$ cat src/rtl/pfla_pkg.sv
`default_nettype none

package pfla_pkg;

   localparam int ADDR_W = 40;
   localparam int BASE_W = ADDR_W + 1;

   localparam logic [1:0] MODE_INIT  = 2'd0;
   localparam logic [1:0] MODE_ALLOC = 2'd1;
   localparam logic [1:0] MODE_FREE  = 2'd2;

   localparam logic [1:0] STATUS_OK    = 2'd0;
   localparam logic [1:0] STATUS_EMPTY = 2'd1;
   localparam logic [1:0] STATUS_BAD   = 2'd2;

   localparam logic CSR_REGION_START = 1'b0;
   localparam logic CSR_REGION_STOP  = 1'b1;

   typedef enum logic [2:0] {
      CMD_NOP,
      CMD_INIT,
      CMD_ALLOC,
      CMD_FREE,
      CMD_BAD
   } cmd_op_type;

   typedef enum logic [1:0] {
      F_IDLE,
      F_BASE,
      F_CLASS
   } front_state_type;

   typedef enum logic [1:0] {
      B_IDLE,
      B_EXEC,
      B_FILL,
      B_POP
   } back_state_type;

endpackage

`default_nettype wire

$ cat src/rtl/pfla_queue.sv
`default_nettype none

module pfla_queue #(
   parameter int DATA_W = 8
) (
   input  wire logic              clock,
   input  wire logic              reset,
   input  wire logic              push,
   input  wire logic [DATA_W-1:0] push_data,
   input  wire logic              pop,
   output logic [DATA_W-1:0]      pop_data,
   output logic                   empty,
   output logic                   full
);
   import pfla_pkg::*;

   localparam int DEPTH = 2;

   logic [DATA_W-1:0] slot_ff [DEPTH];
   logic              wr_ptr_ff, wr_ptr_in;
   logic              rd_ptr_ff, rd_ptr_in;
   logic [1:0]        count_ff, count_in;
   logic              do_push;
   logic              do_pop;

   assign empty   = (count_ff == 2'd0);
   assign full    = (count_ff == 2'(DEPTH));
   assign do_push = push && !full;
   assign do_pop  = pop && !empty;

   always_comb begin
      wr_ptr_in = do_push ? ~wr_ptr_ff : wr_ptr_ff;
      rd_ptr_in = do_pop ? ~rd_ptr_ff : rd_ptr_ff;
      count_in  = count_ff + {1'b0, do_push} - {1'b0, do_pop};
   end

   always_ff @(posedge clock) begin
      if (reset) begin
         wr_ptr_ff <= 1'b0;
         rd_ptr_ff <= 1'b0;
         count_ff  <= 2'd0;
      end else begin
         wr_ptr_ff <= wr_ptr_in;
         rd_ptr_ff <= rd_ptr_in;
         count_ff  <= count_in;
      end
      if (do_push) begin
         slot_ff[wr_ptr_ff] <= push_data;
      end
   end

   assign pop_data = slot_ff[rd_ptr_ff];

endmodule

`default_nettype wire

$ cat config.mk
export PLATFORM = sky130hd
export DESIGN_NAME = pfla_queue
export DESIGN_NICKNAME = d
export VERILOG_FILES = /design/src/rtl/pfla_pkg.sv /design/src/rtl/pfla_queue.sv
export SDC_FILE = /design/constraint.sdc
export NUM_CORES = 1
export LEC_CHECK = 0
export BUFFER_PORTS_ARGS = -buffer_cell sky130_fd_sc_hd__buf_2
export CORE_AREA = 3 3 41 57
export CTS_CLUSTER_SIZE = 10
export DETAILED_ROUTE_END_ITERATION = 10
export DIE_AREA = 0 0 44 60
export PLACE_DENSITY_LB_ADDON = 0.1
export REMOVE_ABC_BUFFERS = 1
export SLEW_MARGIN = 0
export SYNTH_ARGS = -nofsm -noshare
export SYNTH_HDL_FRONTEND = slang
export SYNTH_SLANG_ARGS = --single-unit
$ cat constraint.sdc
create_clock -name clock -period 1.5 [get_ports clock]
set_clock_uncertainty 0.1 [all_clocks]
set_input_delay 0 -clock clock [delete_from_list [all_inputs] [get_ports clock]]
set_output_delay 0 -clock clock [all_outputs]
set_load 0.005 [all_outputs]
# ---- Word-level counts from Yosys, hierarchy flattened
# Memory sizes are Yosys's and may differ from the RTL's. A register that Yosys moved wholly into a read port is not among the register bits.
# Index checks and enable logic that the tools add are counted.
dict set report totals {
  ff_bits 4
  latch_bits 0
  ramBits 16
  rom_bits 0
  in_bits 12
  n_memories 1
}
dict set report op_classes {
  add_sub_neg 2
  mul 0
  div 0
  n_lt_le_gt_ge 0
  eq_ne 1
  shifts 0
  mux 4
  bitwise_logic 2
  reduce_logical 5
}
# memory depth word_bits read_ports rd_clocked_by_memory_dff wr line_no
set memory_table {}
lappend memory_table {slot_ff 2 8 1 1 1 pfla_queue.sv:19} ;# logic [DATA_W-1:0] slot_ff [DEPTH];
# op count
set op_table {}
lappend op_table {{two-way mux 1 bit} 4}
lappend op_table {{adder 2 x 1 -> 2 bit} 1}
lappend op_table {{== test 2 bit, second input constant} 1}
lappend op_table {{logical AND 1 bit} 2}
lappend op_table {{logical NOT 1 bit} 2}
lappend op_table {{logical NOT 2 bit} 1}
lappend op_table {{NOT 1 bit} 2}
lappend op_table {{subtractor 2 x 1 -> 2 bit} 1}

# ---- Longest topological paths before layout
dict set report depth {
  depth_word 5
  mapped_depth 8
  ltp_nobuf 8
}

# ---- Worst setup path before layout
# OpenSTA, ideal clock, no wires.
dict set report synth_timing {
  kind {register to register}
  from {reg count_ff[1]}
  to {reg count_ff[1]}
  setup_ns 0.078
  t_arrival_ns 1.396
  slack_ns -0.074
  path_stages_with_launch 8
  n_path_buf 0
  cell_sequence {dfxtp_1 -> o21a_2 -> ha_1 -> inv_1 -> ha_1 -> xor2_1 -> and2_1 -> nor3_1}
}
dict set report synth_between {
  elab_cells_between_ends 8
}
# element line_no
set synth_rtl {}
lappend synth_rtl {{from (decl)} pfla_queue.sv:22} ;# logic [1:0] count_ff, count_in;
lappend synth_rtl {{from (signal assigned)} pfla_queue.sv:45} ;# count_ff <= count_in;
lappend synth_rtl {{logical NOT 2 bit} pfla_queue.sv:26} ;# assign empty = (count_ff == 2'd0);
lappend synth_rtl {{logical NOT 1 bit} pfla_queue.sv:29} ;# assign do_pop = pop && !empty;
lappend synth_rtl {{logical AND 1 bit} pfla_queue.sv:29}
lappend synth_rtl {{named net do_pop} pfla_queue.sv:24} ;# logic do_pop;
lappend synth_rtl {{subtractor 2 x 1 -> 2 bit} pfla_queue.sv:34} ;# count_in = count_ff + {1'b0, do_push} - {1'b0, do_pop};
# The timed path passes the listed nets, and every way through them passes these cells.
# A chain may end at the register's enable or synchronous reset.

# ---- Worst setup path in the final report
# Same ends and word-level chain as after synthesis.

==> flow_summary.json <==
{
  "min_from": "pop",
  "num_io_pins": 22,
  "reg2reg_depth": 7,
  "p_sw_uw": 478,
  "violations": "negative setup slack",
  "grt_util_all_layers": 0.123,
  "max_cap_viol_count": 0,
  "pwr-share-clk": 0.145,
  "start_kind": "flip-flop",
  "cts_max_path_buffers": 2,
  "synth_warnings": 0,
  "fin_crit_sh": 1.05,
  "required_ps": 1610,
  "cp-end-kind": "flip-flop",
  "dp_hpwl_um": 895,
  "multi_input_area_um2": 256,
  "synth.cell_area_um2": 811,
  "crit_path_max_fanout": 4,
  "antenna_found_initial": 0,
  "slew_violations": 0,
  "vias": 514,
  "synth-xor-area-share": 0.0216,
  "cts_tree": "built",
  "p_leak_nw": 0.478,
  "cp_slowest_stage_delay_ps": 370,
  "drt_iter0_markers": 9,
  "synthAdderAreaFrac": 0.0309,
  "grt_pass1_wl_mm": 2.32,
  "rsz0062_at_grt": "true",
  "min_to": "rd_ptr_ff",
  "htreeDepth": 1,
  "r2r_end": "count_ff[1]",
  "die_area_um2": 2640,
  "via_per_inst": 4.59,
  "synth_top_family_by_area": "multiplexers",
  "rr_startpoint": "count_ff[1]",
  "synth_cell_type_count": 21,
  "synth_seq_area_share": 0.716,
  "gr-total-overflow": 0,
  "port_buffers": 21,
  "avgSynthCellArea_um2": 15.6,
  "relSlewSlack": 0.868,
  "gp_congestion": 0.646,
  "regArea_um2": 587,
  "max_freq_mhz": 634,
  "clockRootBuffer": "clkbuf_4",
  "min_period_ps": 1580,
  "fin_nets": 107,
  "p_int_mw": 1.26,
  "final.setup.tns_ps": -205,
  "hold_viol": 0,
  "cts.sinks": 21,
  "antenna_left": 0,
  "synthSimpleGateAreaFrac": 0.0725,
  "rrSetupSlack_ps": -80,
  "clk_pin_slew_ps": 100,
  "powerDensity_nw_per_um2": 1480,
  "grt_pass1_vias": 553,
  "die_h_um": 60,
  "worstSetupPathType": "reg2reg",
  "place_ws_ps": -181,
  "coreArea_um2": 1850,
  "tightest_slew_ps": 199,
  "drcViolationCount": 0,
  "layout_common_cells": "buf_2 (21), edfxtp_1 (16), dlygate4sd3_1 (10)",
  "wl_per_cell_um": 11.8,
  "critical_path.most_common_cell": "ha_4",
  "min_path_type": "in2reg",
  "drive_above_1_share": 0.511,
  "peakVddDrop_uv": 773,
  "syn2layout_area_growth_pct": 44.6,
  "cp.arrival_ps": 1690,
  "power_frac_seq": 0.484,
  "clk_latency_ps": 290,
  "drt-pass1-iter-count": 2,
  "grt_max_degree": 12,
  "slowest_stage": "dfxtp_4",
  "nFillCells": 154,
  "crit_path_cell_trace": "o21a_4, ha_4, inv_2, ha_4, xor2_2, and2_1, nor3_1",
  "hold_path_depth": 6,
  "setup_viol_count_final": 9,
  "start_util": 0.439,
  "synth_mux_area_frac": 0.111,
  "cts-buffers-inserted": 3,
  "status": "finished with violations",
  "rows": 18,
  "netlist_instances": 52,
  "combinationalPowerShare": 0.371,
  "p_sw_frac": 0.275,
  "n_antenna_cell": 0,
  "final_common_cell": "buf_2",
  "fp.dieW_um": 44,
  "p_total_mw": 1.74,
  "finalWorstSetupSlack_ps": -78.0,
  "synth_compound_area_frac": 0.0231,
  "synth_seq_cells": 21,
  "wl_mm": 1.33
}
==> cells by family after synthesis <==
group                    after synthesis
XOR/XNOR                               2
buffers and inverters                  5
AND/OR/NAND/NOR                       11
flip-flops                            21
multiplexers                           8
adder cells (fa/ha/maj)                2
AO/OA/AOI/OAI                          3
==> through the flow <==
step           instances  instance area, um2  hold WS (ps)  utilization
4_1_cts              112                1160           152        0.630
3_5_place_dp          96                 978          92.9        0.530
6_report             112                1170           176        0.635
5_1_grt              112                1170           184        0.635
2_1_floorplan         51                 806         -30.9            -
3_3_place_gp          96                 978          87.4        0.530
==> area by class of cell <==
type                    count  area share
clock buffers               4      0.0224
inverters                   4      0.0128
well taps                  20      0.0213
multi-input cells          26       0.219
flip-flops and latches     21       0.501
repair buffers             37       0.224
==> state kept, by name, summed over array words and instances, names as in the netlist, named ones only <==
register   flops
wr_ptr_ff      1
rd_ptr_ff      1
slot_ff       16
count_ff       2
==> metal layers <==
metal,global-route usage,vias to the layer above,share of wire
met5,0,-,0
met4,0.0647,0,0
met3,0.0361,0,0.046
met2,0.221,14,0.58
met1,0.126,236,0.37
li1,-,264,-
==> power by group through the flow <==
stage	logic, mW	registers, mW	clock network, mW
floorplan	0.282	0.821	0
global placement	0.507	0.835	0
detailed placement	0.516	0.839	0
CTS	0.641	0.839	0.265
global route	0.723	0.857	0.300
finish	0.643	0.840	0.252
==> timing repair <==
item                       4_1_cts  5_1_grt
hold buffers                    10        0
hold endpoints to repair        21        0
gates resized for setup         11        2
buffers inserted                 2        0
pin swaps                        3        1
setup endpoints to repair        9       12
==> cell usage after synthesis <==
cell type,count,area share
a21oi_1,1,0.0062
and2_1,1,0.0077
and3_2,1,0.0093
buf_2,1,0.0062
dfxtp_1,5,0.12
edfxtp_1,16,0.59
ha_1,2,0.031
inv_1,3,0.014
inv_2,1,0.0046
mux2_1,5,0.069
mux2_2,3,0.042
nand2_1,1,0.0046
nand2b_2,1,0.011
nor2_1,4,0.019
nor2b_1,1,0.0077
nor3_1,1,0.0062
o21a_2,1,0.011
o21ai_0,1,0.0062
or3_1,1,0.0077
xnor2_1,1,0.011
xor2_1,1,0.011
==> worst max-delay path: cells and delay by family, from the launching register on <==
kind,cells,cell delay (ps)
adders and majority gates,2,410
DFF,1,370
and+or+nand+nor,2,250
AOI/OAI and AO/OA,1,200
xor gates and xnor gates,1,140
buffers and inverters,1,40
==> worst max path at each step <==
stage | start | end | depth (start not counted)
2_1_floorplan | count_ff[1] | count_ff[1] | 7
3_3_place_gp | count_ff[1] | count_ff[1] | 7
3_5_place_dp | count_ff[1] | count_ff[1] | 7
4_1_cts | count_ff[1] | count_ff[1] | 7
5_1_grt | count_ff[1] | count_ff[1] | 7
6_report | count_ff[1] | count_ff[1] | 7
(Power assumes the default switching activity.)
