`src/rtl/pfla_pkg.sv`:
```
`default_nettype none

package pfla_pkg;

   localparam int ADDR_W = 40;
   localparam int BASE_W = ADDR_W + 1;

   localparam logic [1:0] MODE_INIT  = 2'd0;
   localparam logic [1:0] MODE_ALLOC = 2'd1;
   localparam logic [1:0] MODE_FREE  = 2'd2;

   localparam logic [1:0] STATUS_OK    = 2'd0;
   localparam logic [1:0] STATUS_EMPTY = 2'd1;
   localparam logic [1:0] STATUS_BAD   = 2'd2;

   localparam logic CSR_REGION_START = 1'b0;
   localparam logic CSR_REGION_STOP  = 1'b1;

   typedef enum logic [2:0] {
      CMD_NOP,
      CMD_INIT,
      CMD_ALLOC,
      CMD_FREE,
      CMD_BAD
   } cmd_op_type;

   typedef enum logic [1:0] {
      F_IDLE,
      F_BASE,
      F_CLASS
   } front_state_type;

   typedef enum logic [1:0] {
      B_IDLE,
      B_EXEC,
      B_FILL,
      B_POP
   } back_state_type;

endpackage

`default_nettype wire

```
`src/rtl/pfla_front.sv`:
```
`default_nettype none

module pfla_front #(
   parameter int PAGE_SHIFT = 12,
   parameter int MAX_PAGES  = 1024
) (
   input  wire logic                                  clock,
   input  wire logic                                  reset,
   input  wire logic                                  accept,
   input  wire logic [1:0]                            req_mode,
   input  wire logic [pfla_pkg::ADDR_W-1:0]           req_page_address,
   input  wire logic [pfla_pkg::ADDR_W-1:0]           region_start,
   input  wire logic [pfla_pkg::ADDR_W-1:0]           region_stop,
   input  wire logic                                  q_full,
   output logic                                       q_push,
   output pfla_pkg::cmd_op_type                       cmd_op,
   output logic [$clog2(MAX_PAGES + 1)-1:0]           cmd_arg,
   output logic [pfla_pkg::BASE_W-1:0]                cmd_base,
   output logic                                       front_busy
);
   import pfla_pkg::*;

   localparam int IDX_W = $clog2(MAX_PAGES + 1);
   localparam logic [BASE_W-1:0] PAGE_MASK = BASE_W'((64'd1 << PAGE_SHIFT) - 64'd1);
   localparam logic [BASE_W-1:0] MAX_WIDE  = BASE_W'(MAX_PAGES);

   front_state_type     state_ff, state_in;
   logic [1:0]          mode_ff, mode_in;
   logic [ADDR_W-1:0]   addr_ff, addr_in;
   logic [BASE_W-1:0]   base_ff, base_in;
   logic [BASE_W-1:0]   stop_wide;
   logic [BASE_W-1:0]   addr_wide;
   logic [BASE_W-1:0]   pages;
   logic [BASE_W-1:0]   offset;
   logic                bad_free;

   assign stop_wide = {1'b0, region_stop};
   assign addr_wide = {1'b0, addr_ff};
   assign pages     = (stop_wide - base_ff) >> PAGE_SHIFT;
   assign offset    = (addr_wide - base_ff) >> PAGE_SHIFT;
   assign bad_free  = ((addr_ff & PAGE_MASK[ADDR_W-1:0]) != '0) || (addr_ff < region_start)
                      || (addr_ff >= region_stop) || (addr_wide < base_ff)
                      || (offset >= MAX_WIDE);

   always_ff @(posedge clock) begin
      if (reset) begin
         state_ff <= F_IDLE;
      end else begin
         state_ff <= state_in;
      end
      mode_ff <= mode_in;
      addr_ff <= addr_in;
      base_ff <= base_in;
   end

   always_comb begin
      state_in = state_ff;
      mode_in  = mode_ff;
      addr_in  = addr_ff;
      base_in  = base_ff;
      q_push   = 1'b0;
      cmd_op   = CMD_NOP;
      cmd_arg  = '0;
      case (state_ff)
         F_IDLE: begin
            if (accept) begin
               mode_in  = req_mode;
               addr_in  = req_page_address;
               state_in = F_BASE;
            end
         end
         F_BASE: begin
            base_in  = ({1'b0, region_start} + PAGE_MASK) & ~PAGE_MASK;
            state_in = F_CLASS;
         end
         F_CLASS: begin
            case (mode_ff)
               MODE_INIT: begin
                  cmd_op = CMD_INIT;
                  if (stop_wide >= base_ff) begin
                     cmd_arg = (pages > MAX_WIDE) ? IDX_W'(MAX_PAGES) : pages[IDX_W-1:0];
                  end
               end
               MODE_ALLOC: begin
                  cmd_op = CMD_ALLOC;
               end
               MODE_FREE: begin
                  cmd_op  = bad_free ? CMD_BAD : CMD_FREE;
                  cmd_arg = offset[IDX_W-1:0];
               end
               default: begin
                  cmd_op = CMD_NOP;
               end
            endcase
            if (!q_full) begin
               q_push   = 1'b1;
               state_in = F_IDLE;
            end
         end
         default: begin
            state_in = F_IDLE;
         end
      endcase
   end

   assign cmd_base   = base_ff;
   assign front_busy = (state_ff != F_IDLE);

endmodule

`default_nettype wire

```
`config.mk`:
```
export PLATFORM = sky130hd
export DESIGN_NAME = pfla_front
export DESIGN_NICKNAME = d
export VERILOG_FILES = /design/src/rtl/pfla_pkg.sv /design/src/rtl/pfla_front.sv
export SDC_FILE = /design/constraint.sdc
export NUM_CORES = 1
export LEC_CHECK = 0
export ABC_AREA = 1
export BUFFER_PORTS_ARGS = -buffer_cell sky130_fd_sc_hd__buf_4
export CAP_MARGIN = 20
export CORE_MARGIN = 3
export CORE_UTILIZATION = 45
export CTS_CLUSTER_SIZE = 10
export DETAILED_ROUTE_END_ITERATION = 6
export GPL_TIMING_DRIVEN = 1
export HOLD_SLACK_MARGIN = 0.06
export PLACE_DENSITY = 0.67
export RECOVER_POWER = 25
export SYNTH_ARGS = -nofsm -noshare
export SYNTH_HDL_FRONTEND = slang
export SYNTH_SLANG_ARGS = --single-unit
```
`constraint.sdc`:
```
create_clock -name clock -period 3.84 [get_ports clock]
set_clock_uncertainty 0.2 [all_clocks]
set_input_delay 0.768 -clock clock [delete_from_list [all_inputs] [get_ports clock]]
set_output_delay 0.768 -clock clock [all_outputs]
set_load 0.03 [all_outputs]
```
# After elaboration in Yosys (flattened, before gate mapping)
# Cells that the tools add are included.
[totals]
ff_bits = 73
inputBits = 126
output_inout_bits = 57
wordCells = 41
[classes]
n_addsub = 3
order_cmp = 6
eq_ne = 6
muxes = 12
reduce_logical = 10
[op_table]
columns = ["cell", "count"]
rows = [
  ["40-bit by 41-bit subtractor with 41-bit output", 2],
  ["40-bit by 12-bit adder with 41-bit output, second input constant", 1],
  ["40-bit by 41-bit greater-or-equal comparator with 1-bit output", 1],
  ["40-bit by 41-bit less-than comparator with 1-bit output", 1],
  ["40-bit greater-or-equal comparator", 1],
  ["40-bit less-than comparator", 1],
  ["40-bit nonzero test", 1],
  ["11-bit 2-to-1 mux", 3],
  ["29-bit by 11-bit greater-or-equal comparator with 1-bit output, second input constant", 1],
  ["29-bit by 11-bit > comparator with 1-bit output, second input constant", 1],
  ["11-bit case mux with 2 select lines", 1],
  ["3-bit case mux with 3 select lines", 1],
  ["3-bit 2-to-1 mux", 2],
  ["2-bit case mux with 3 select lines", 1],
  ["2-bit by 1-bit equality test with 1-bit output, second input constant", 2],
  ["2-bit equality test, second input constant", 2],
  ["2-bit logical NOT", 2],
  ["1-bit logical OR", 4],
  ["2-bit 2-to-1 mux", 2],
  ["2-bit inequality test, second input constant", 2],
  ["2-bit AND reduction", 2],
  ["1-bit 2-to-1 mux", 2],
  ["2-bit nonzero test", 1],
]

# Logic depth before layout (Yosys ltp)
[depth]
word_depth = 8
ltp_mapped = 22
mapped_depth_nobuf = 22

# Worst setup path after synthesis
# No wires, ideal clock.
[synth_timing]
kind = "input-to-output"
startpoint = "input port region_stop[12] (netlist name)"
endpoint = "output port cmd_arg[2]"
arrival_ps = 3016
required_ps = 2872
slack_ps = -144
path_stages = 18
path_buffers = 0
path_cell_list = "inv_1 ha_1 fa_1 inv_1 nand3_1 nand2_1 nand2_1 nand2_2 nand2_1 nand3_1 nand2_1 a21oi_1 nand3_1 nor2_1 nand2_1 nand2_2 nand3_1 a21oi_1"
[synth_via]
elab_chain_cells = 6
elab_cells_between_ends = 7
classes_between = "add/sub (1); order compare (2); mux (4)"
[synth_rtl]
columns = ["element", "line", "source"]
rows = [
  ["from (decl)", "pfla_front.sv:13", "input wire logic [pfla_pkg::ADDR_W-1:0] region_stop,"],
  ["40-bit by 41-bit subtractor with 41-bit output", "pfla_front.sv:39", "assign pages = (stop_wide - base_ff) >> PAGE_SHIFT;"],
  ["29-bit by 11-bit > comparator with 1-bit output", "pfla_front.sv:81", "cmd_arg = (pages > MAX_WIDE) ? IDX_W'(MAX_PAGES) : pages[IDX_W-1:0];"],
  ["11-bit 2-to-1 mux", "pfla_front.sv:81", ""],
  ["11-bit 2-to-1 mux (*)", "pfla_front.sv:80", "if (stop_wide >= base_ff) begin"],
  ["11-bit case mux with 2 select lines (*)", "pfla_front.sv:77", "case (mode_ff)"],
  ["11-bit 2-to-1 mux (*)", "pfla_front.sv:64", "case (state_ff)"],
  ["to (decl)", "pfla_front.sv:17", "output logic [$clog2(MAX_PAGES + 1)-1:0] cmd_arg,"],
]
# Mark *: on every way between the ends. The rest lies on a longest branch, timed or not.

# Final worst setup path
[layout_timing]
startpoint = "register base_ff[12] (netlist: cmd_base[12])"
endpoint = "output port cmd_arg[5]"
[layout_via]
elab_chain_cells = 6
elab_cells_between_ends = 8
classes_between = "add/sub (2); order compare (2); mux (4)"
[layout_rtl]
columns = ["element", "line", "source"]
rows = [
  ["from (decl)", "pfla_front.sv:30", "logic [BASE_W-1:0] base_ff, base_in;"],
  ["from (signal assigned)", "pfla_front.sv:53", "base_ff <= base_in;"],
  ["40-bit by 41-bit subtractor with 41-bit output", "pfla_front.sv:39", ""],
  ["29-bit by 11-bit > comparator with 1-bit output", "pfla_front.sv:81", ""],
  ["11-bit 2-to-1 mux", "pfla_front.sv:81", ""],
  ["11-bit 2-to-1 mux", "pfla_front.sv:80", ""],
  ["11-bit case mux with 2 select lines (*)", "pfla_front.sv:77", ""],
  ["11-bit 2-to-1 mux (*)", "pfla_front.sv:64", ""],
]
# Marks and branches as above.

==> summary.md <==
| Metric | Value |
|---|---|
| CP Data Arrival Time | 3210 ps |
| HP Start | reset |
| Final setup TNS | -3870 ps |
| Slew headroom | 0.466 |
| Worst hold stages | 2 |
| Fmax | 0.239 GHz |
| Pwr Density | 239 nW/um^2 |
| Gpl congestion | 0.986 |
| CTS Sinks | 73 |
| Syn_area_per_cell | 6.22 um^2 |
| Row cnt | 54 |
| Gr ovfl total | 0 |
| Final hold vios | 0 |
| Post-DRT Antenna Nets | 0 |
| Die W | 156 um |
| GR Util All Layers | 0.297 |
| DR vias | 11.7k |
| Post-detailed-route wirelength per cell | 15.9 um |
| Cell taking the most area after synthesis | edfxtp_1 |
| Worst-margin pin slew | 794 ps |
| RSZ-0062 raised after global routing | true |
| Worst Path Required | 2870 ps |
| Async SR Flop Fraction | 0 |
| Setup violators final | 14 |
| Clk_lat worst skew | 350 ps |
| Tot Pwr | 0.00345 W |
| Top_reg_cell synth | edfxtp_1 |
| Pin count of the biggest net entering global routing | 43 |
| CP Capture Type | output pin |
| Initial Util | 0.461 |
| Fin nets | 2,277 |
| Vias per cell | 5.08 |
| DRT iter0 DRCs | 799 |
| Yosys warnings | 0 |
| Synth Register Bits | 73 |
| Final wirelength | 36.6 mm |
| H-tree depth | 3 |
| VDD IR max | 230 uV |
| Top cell type's share of synthesized area | 0.211 |
| Worst R2R Path Depth | 4 |
| P_leak | 7.80 nW |
| Area delta synth->final | 42.8% |
| Hold WC Path Type | primary input to flip-flop |
| Remaining DRCs | 0 |
| Setup WS post-layout | -341 ps |
| Hold Path End | state_ff[1]$_SDFFE_PP0P_ |
| Pre-antenna DRT Iters | 7 |
| Vias in the first global route | 11.2k |
| Worst-path clk slew | 60 ps |
| HPWL after detailed placement | 31.4 mm |
| CTS tree | done |
| Area contributors post-synth | edfxtp_1, nand2_1, ha_1 |
| Synthesized area | 10,100 um^2 |
| Post-synth cell types | 36 |
| MaxCap Viol Count | 0 |
| Die ar. | 24,300 um^2 |
| Fraction of layout cells with a size suffix above 1 | 0.294 |
| # hold bufs at CTS | 0 |
| Final Max Slew Viols | 0 |
| Port Buf Inserts | 170 |
| Fin crit share | 1.09 |
| Die Height | 156 um |
| CTS root buffer | clkbuf_16 |
| First-pass GRT wire length | 56.4 mm |
| Reg2reg end | addr_ff[34]$_DFFE_PP_ |
| Inserted Clock Buffers | 9 |
| Sequential area share after synthesis | 0.215 |
| CP Class | flip-flop to output pin |
| Core area | 22,000 um^2 |
| Post-synth EDFFs | 71 |
| Clock buffer depth | 2 |
| Startpoint types | flip-flop |
| Initial antenna violation count | 0 |
| Tmin final | 4180 ps |
| Worst R2R Start | state_ff[0]$_SDFFE_PP0P_ |
| Outcome | complete, but fails checks |
| Post-Syn Instances | 1,627 |
| R2R Setup Slk | 2130 ps |
| Placed inst area | 13,200 um^2 |
| I/O pin count | 183 |
| Fin area | 14,400 um^2 |
| CP max FO | 4 |
| Failing checks | setup timing |
-- synth_stat cells, types with 2 or more instances --
cell,instances
a21oi_1,97
and2_1,5
buf_4,12
dfxtp_1,2
edfxtp_1,71
fa_1,2
ha_1,135
inv_1,355
nand2_1,507
nand2_2,6
nand3_1,108
nand3_2,4
nand3b_1,10
nand4_1,37
nor2_1,140
nor2_2,11
nor3_1,22
nor4_1,13
o211ai_1,3
o21a_1,2
o21ai_0,30
o21ai_2,9
o21bai_1,4
or2_2,2
xnor2_1,3
xor2_1,27
-- report_power, final --
group / switching, W / internal (W) / total [W]
logic: 0.000960 / 0.000715 / 0.00168
registers: 0.0000415 / 0.000935 / 0.000976
clock network: 0.000355 / 0.000441 / 0.000797
total: 0.00136 / 0.00209 / 0.00345
-- repair_timing --
item	4_1_cts	5_1_grt
buffers inserted	5	6
setup endpoints to repair	14	14
pin swaps	49	45
resized for setup	160	58
cloned	1	0
-- worst max path at each step --
| stage | from | endpoint | cells past startpoint |
|---|---|---|---|
| 3_3_place_gp | region_stop[12] | cmd_arg[0] | 20 |
| 3_5_place_dp | region_stop[12] | cmd_arg[8] | 20 |
| 6_report | cmd_base[12]$_DFFE_PN_ | cmd_arg[5] | 19 |
| 2_1_floorplan | region_stop[12] | cmd_arg[0] | 18 |
| 4_1_cts | cmd_base[12]$_DFFE_PN_ | cmd_arg[8] | 19 |
| 5_1_grt | cmd_base[12]$_DFFE_PN_ | cmd_arg[5] | 19 |
-- layout by cell type (no fill, tap or decap), types with 3 or more instances in the layout --
cell / Yosys / routed
buf_6: 0 / 20
nand2_1: 507 / 461
nand3_1: 108 / 88
o21ai_1: 0 / 3
nor3_1: 22 / 21
nor4_1: 13 / 13
o21ai_0: 30 / 27
o21bai_1: 4 / 4
inv_1: 355 / 330
o21ai_2: 9 / 8
clkbuf_4: 0 / 43
xor2_1: 27 / 26
ha_4: 0 / 24
buf_4: 12 / 314
nand2_4: 0 / 10
inv_2: 0 / 25
nand3_4: 1 / 7
nor2_2: 11 / 28
nand3_2: 4 / 19
and2_1: 5 / 3
xnor2_1: 3 / 3
o211ai_1: 3 / 3
nand4_1: 37 / 37
diode_2: 0 / 4
nand3b_1: 10 / 10
edfxtp_1: 71 / 71
a21oi_1: 97 / 82
clkinvlp_4: 0 / 3
ha_1: 135 / 109
nand2_2: 6 / 42
nor2_1: 140 / 115
a21oi_2: 0 / 13
clkbuf_16: 0 / 9
nor2_4: 0 / 8
conb_1: 1 / 12
-- sequential cells by signal (all words and copies together) (netlist names) --
name / flops
state_ff: 2
addr_ff: 40
mode_ff: 2
cmd_base: 29
-- kinds of logic after synthesis --
kind of cell | count (synthesis) | share of synthesized area
AO/OA/AOI/OAI | 149 | 0.0804
XOR/XNOR | 30 | 0.0260
adder cells (fa/ha/maj) | 137 | 0.171
buffers and inverters | 368 | 0.141
flip-flops | 73 | 0.215
other | 1 | 0.000371
AND/OR/NAND/NOR | 869 | 0.367
-- metal layers --
layer,GRT usage,up-vias,share of wire
li1,-,5943,-
met1,0.405,5326,0.44
met2,0.487,370,0.46
met3,0.0350,64,0.064
met4,0.107,0,0.033
met5,0,-,0
-- layout make-up --
type / count / area (um^2)
well taps: 280 / 350
clock inverters: 7 / 53.8
clock buffers: 9 / 225
flip-flops and latches: 73 / 2170
inverters: 355 / 1330
repair buffers: 377 / 2910
diodes: 4 / 10.0
fillers: 1965 / 7510
multi-input cells: 1198 / 7400
-- stage by stage --
| stage | util | hold slack, ps | cells | setup slack (ps) |
|---|---|---|---|---|
| after floorplan | - | 343 | 1638 | -61.0 |
| after global placement | 0.600 | 426 | 2271 | -400 |
| after detailed placement | 0.600 | 434 | 2271 | -463 |
| after CTS | 0.646 | 368 | 2293 | -238 |
| after global routing | 0.657 | 377 | 2299 | -437 |
| final | 0.658 | 377 | 2303 | -341 |
-- critical path, cell delays in order (launching register included) --
cell	delay, ps
edfxtp_1	430
buf_6	150
ha_4	160
fa_2	360
inv_2	100
nand3_4	80
nand2_4	110
nand2_4	80
nand3_4	70
nand2_2	60
nor2_1	90
nand2_1	80
nor2_2	110
nand3_1	80
nor2_1	130
nand3_1	140
nand2_4	140
nand3_4	150
o21ai_4	200
buf_6	150
Note: power is estimated with default switching activity, not from simulation.
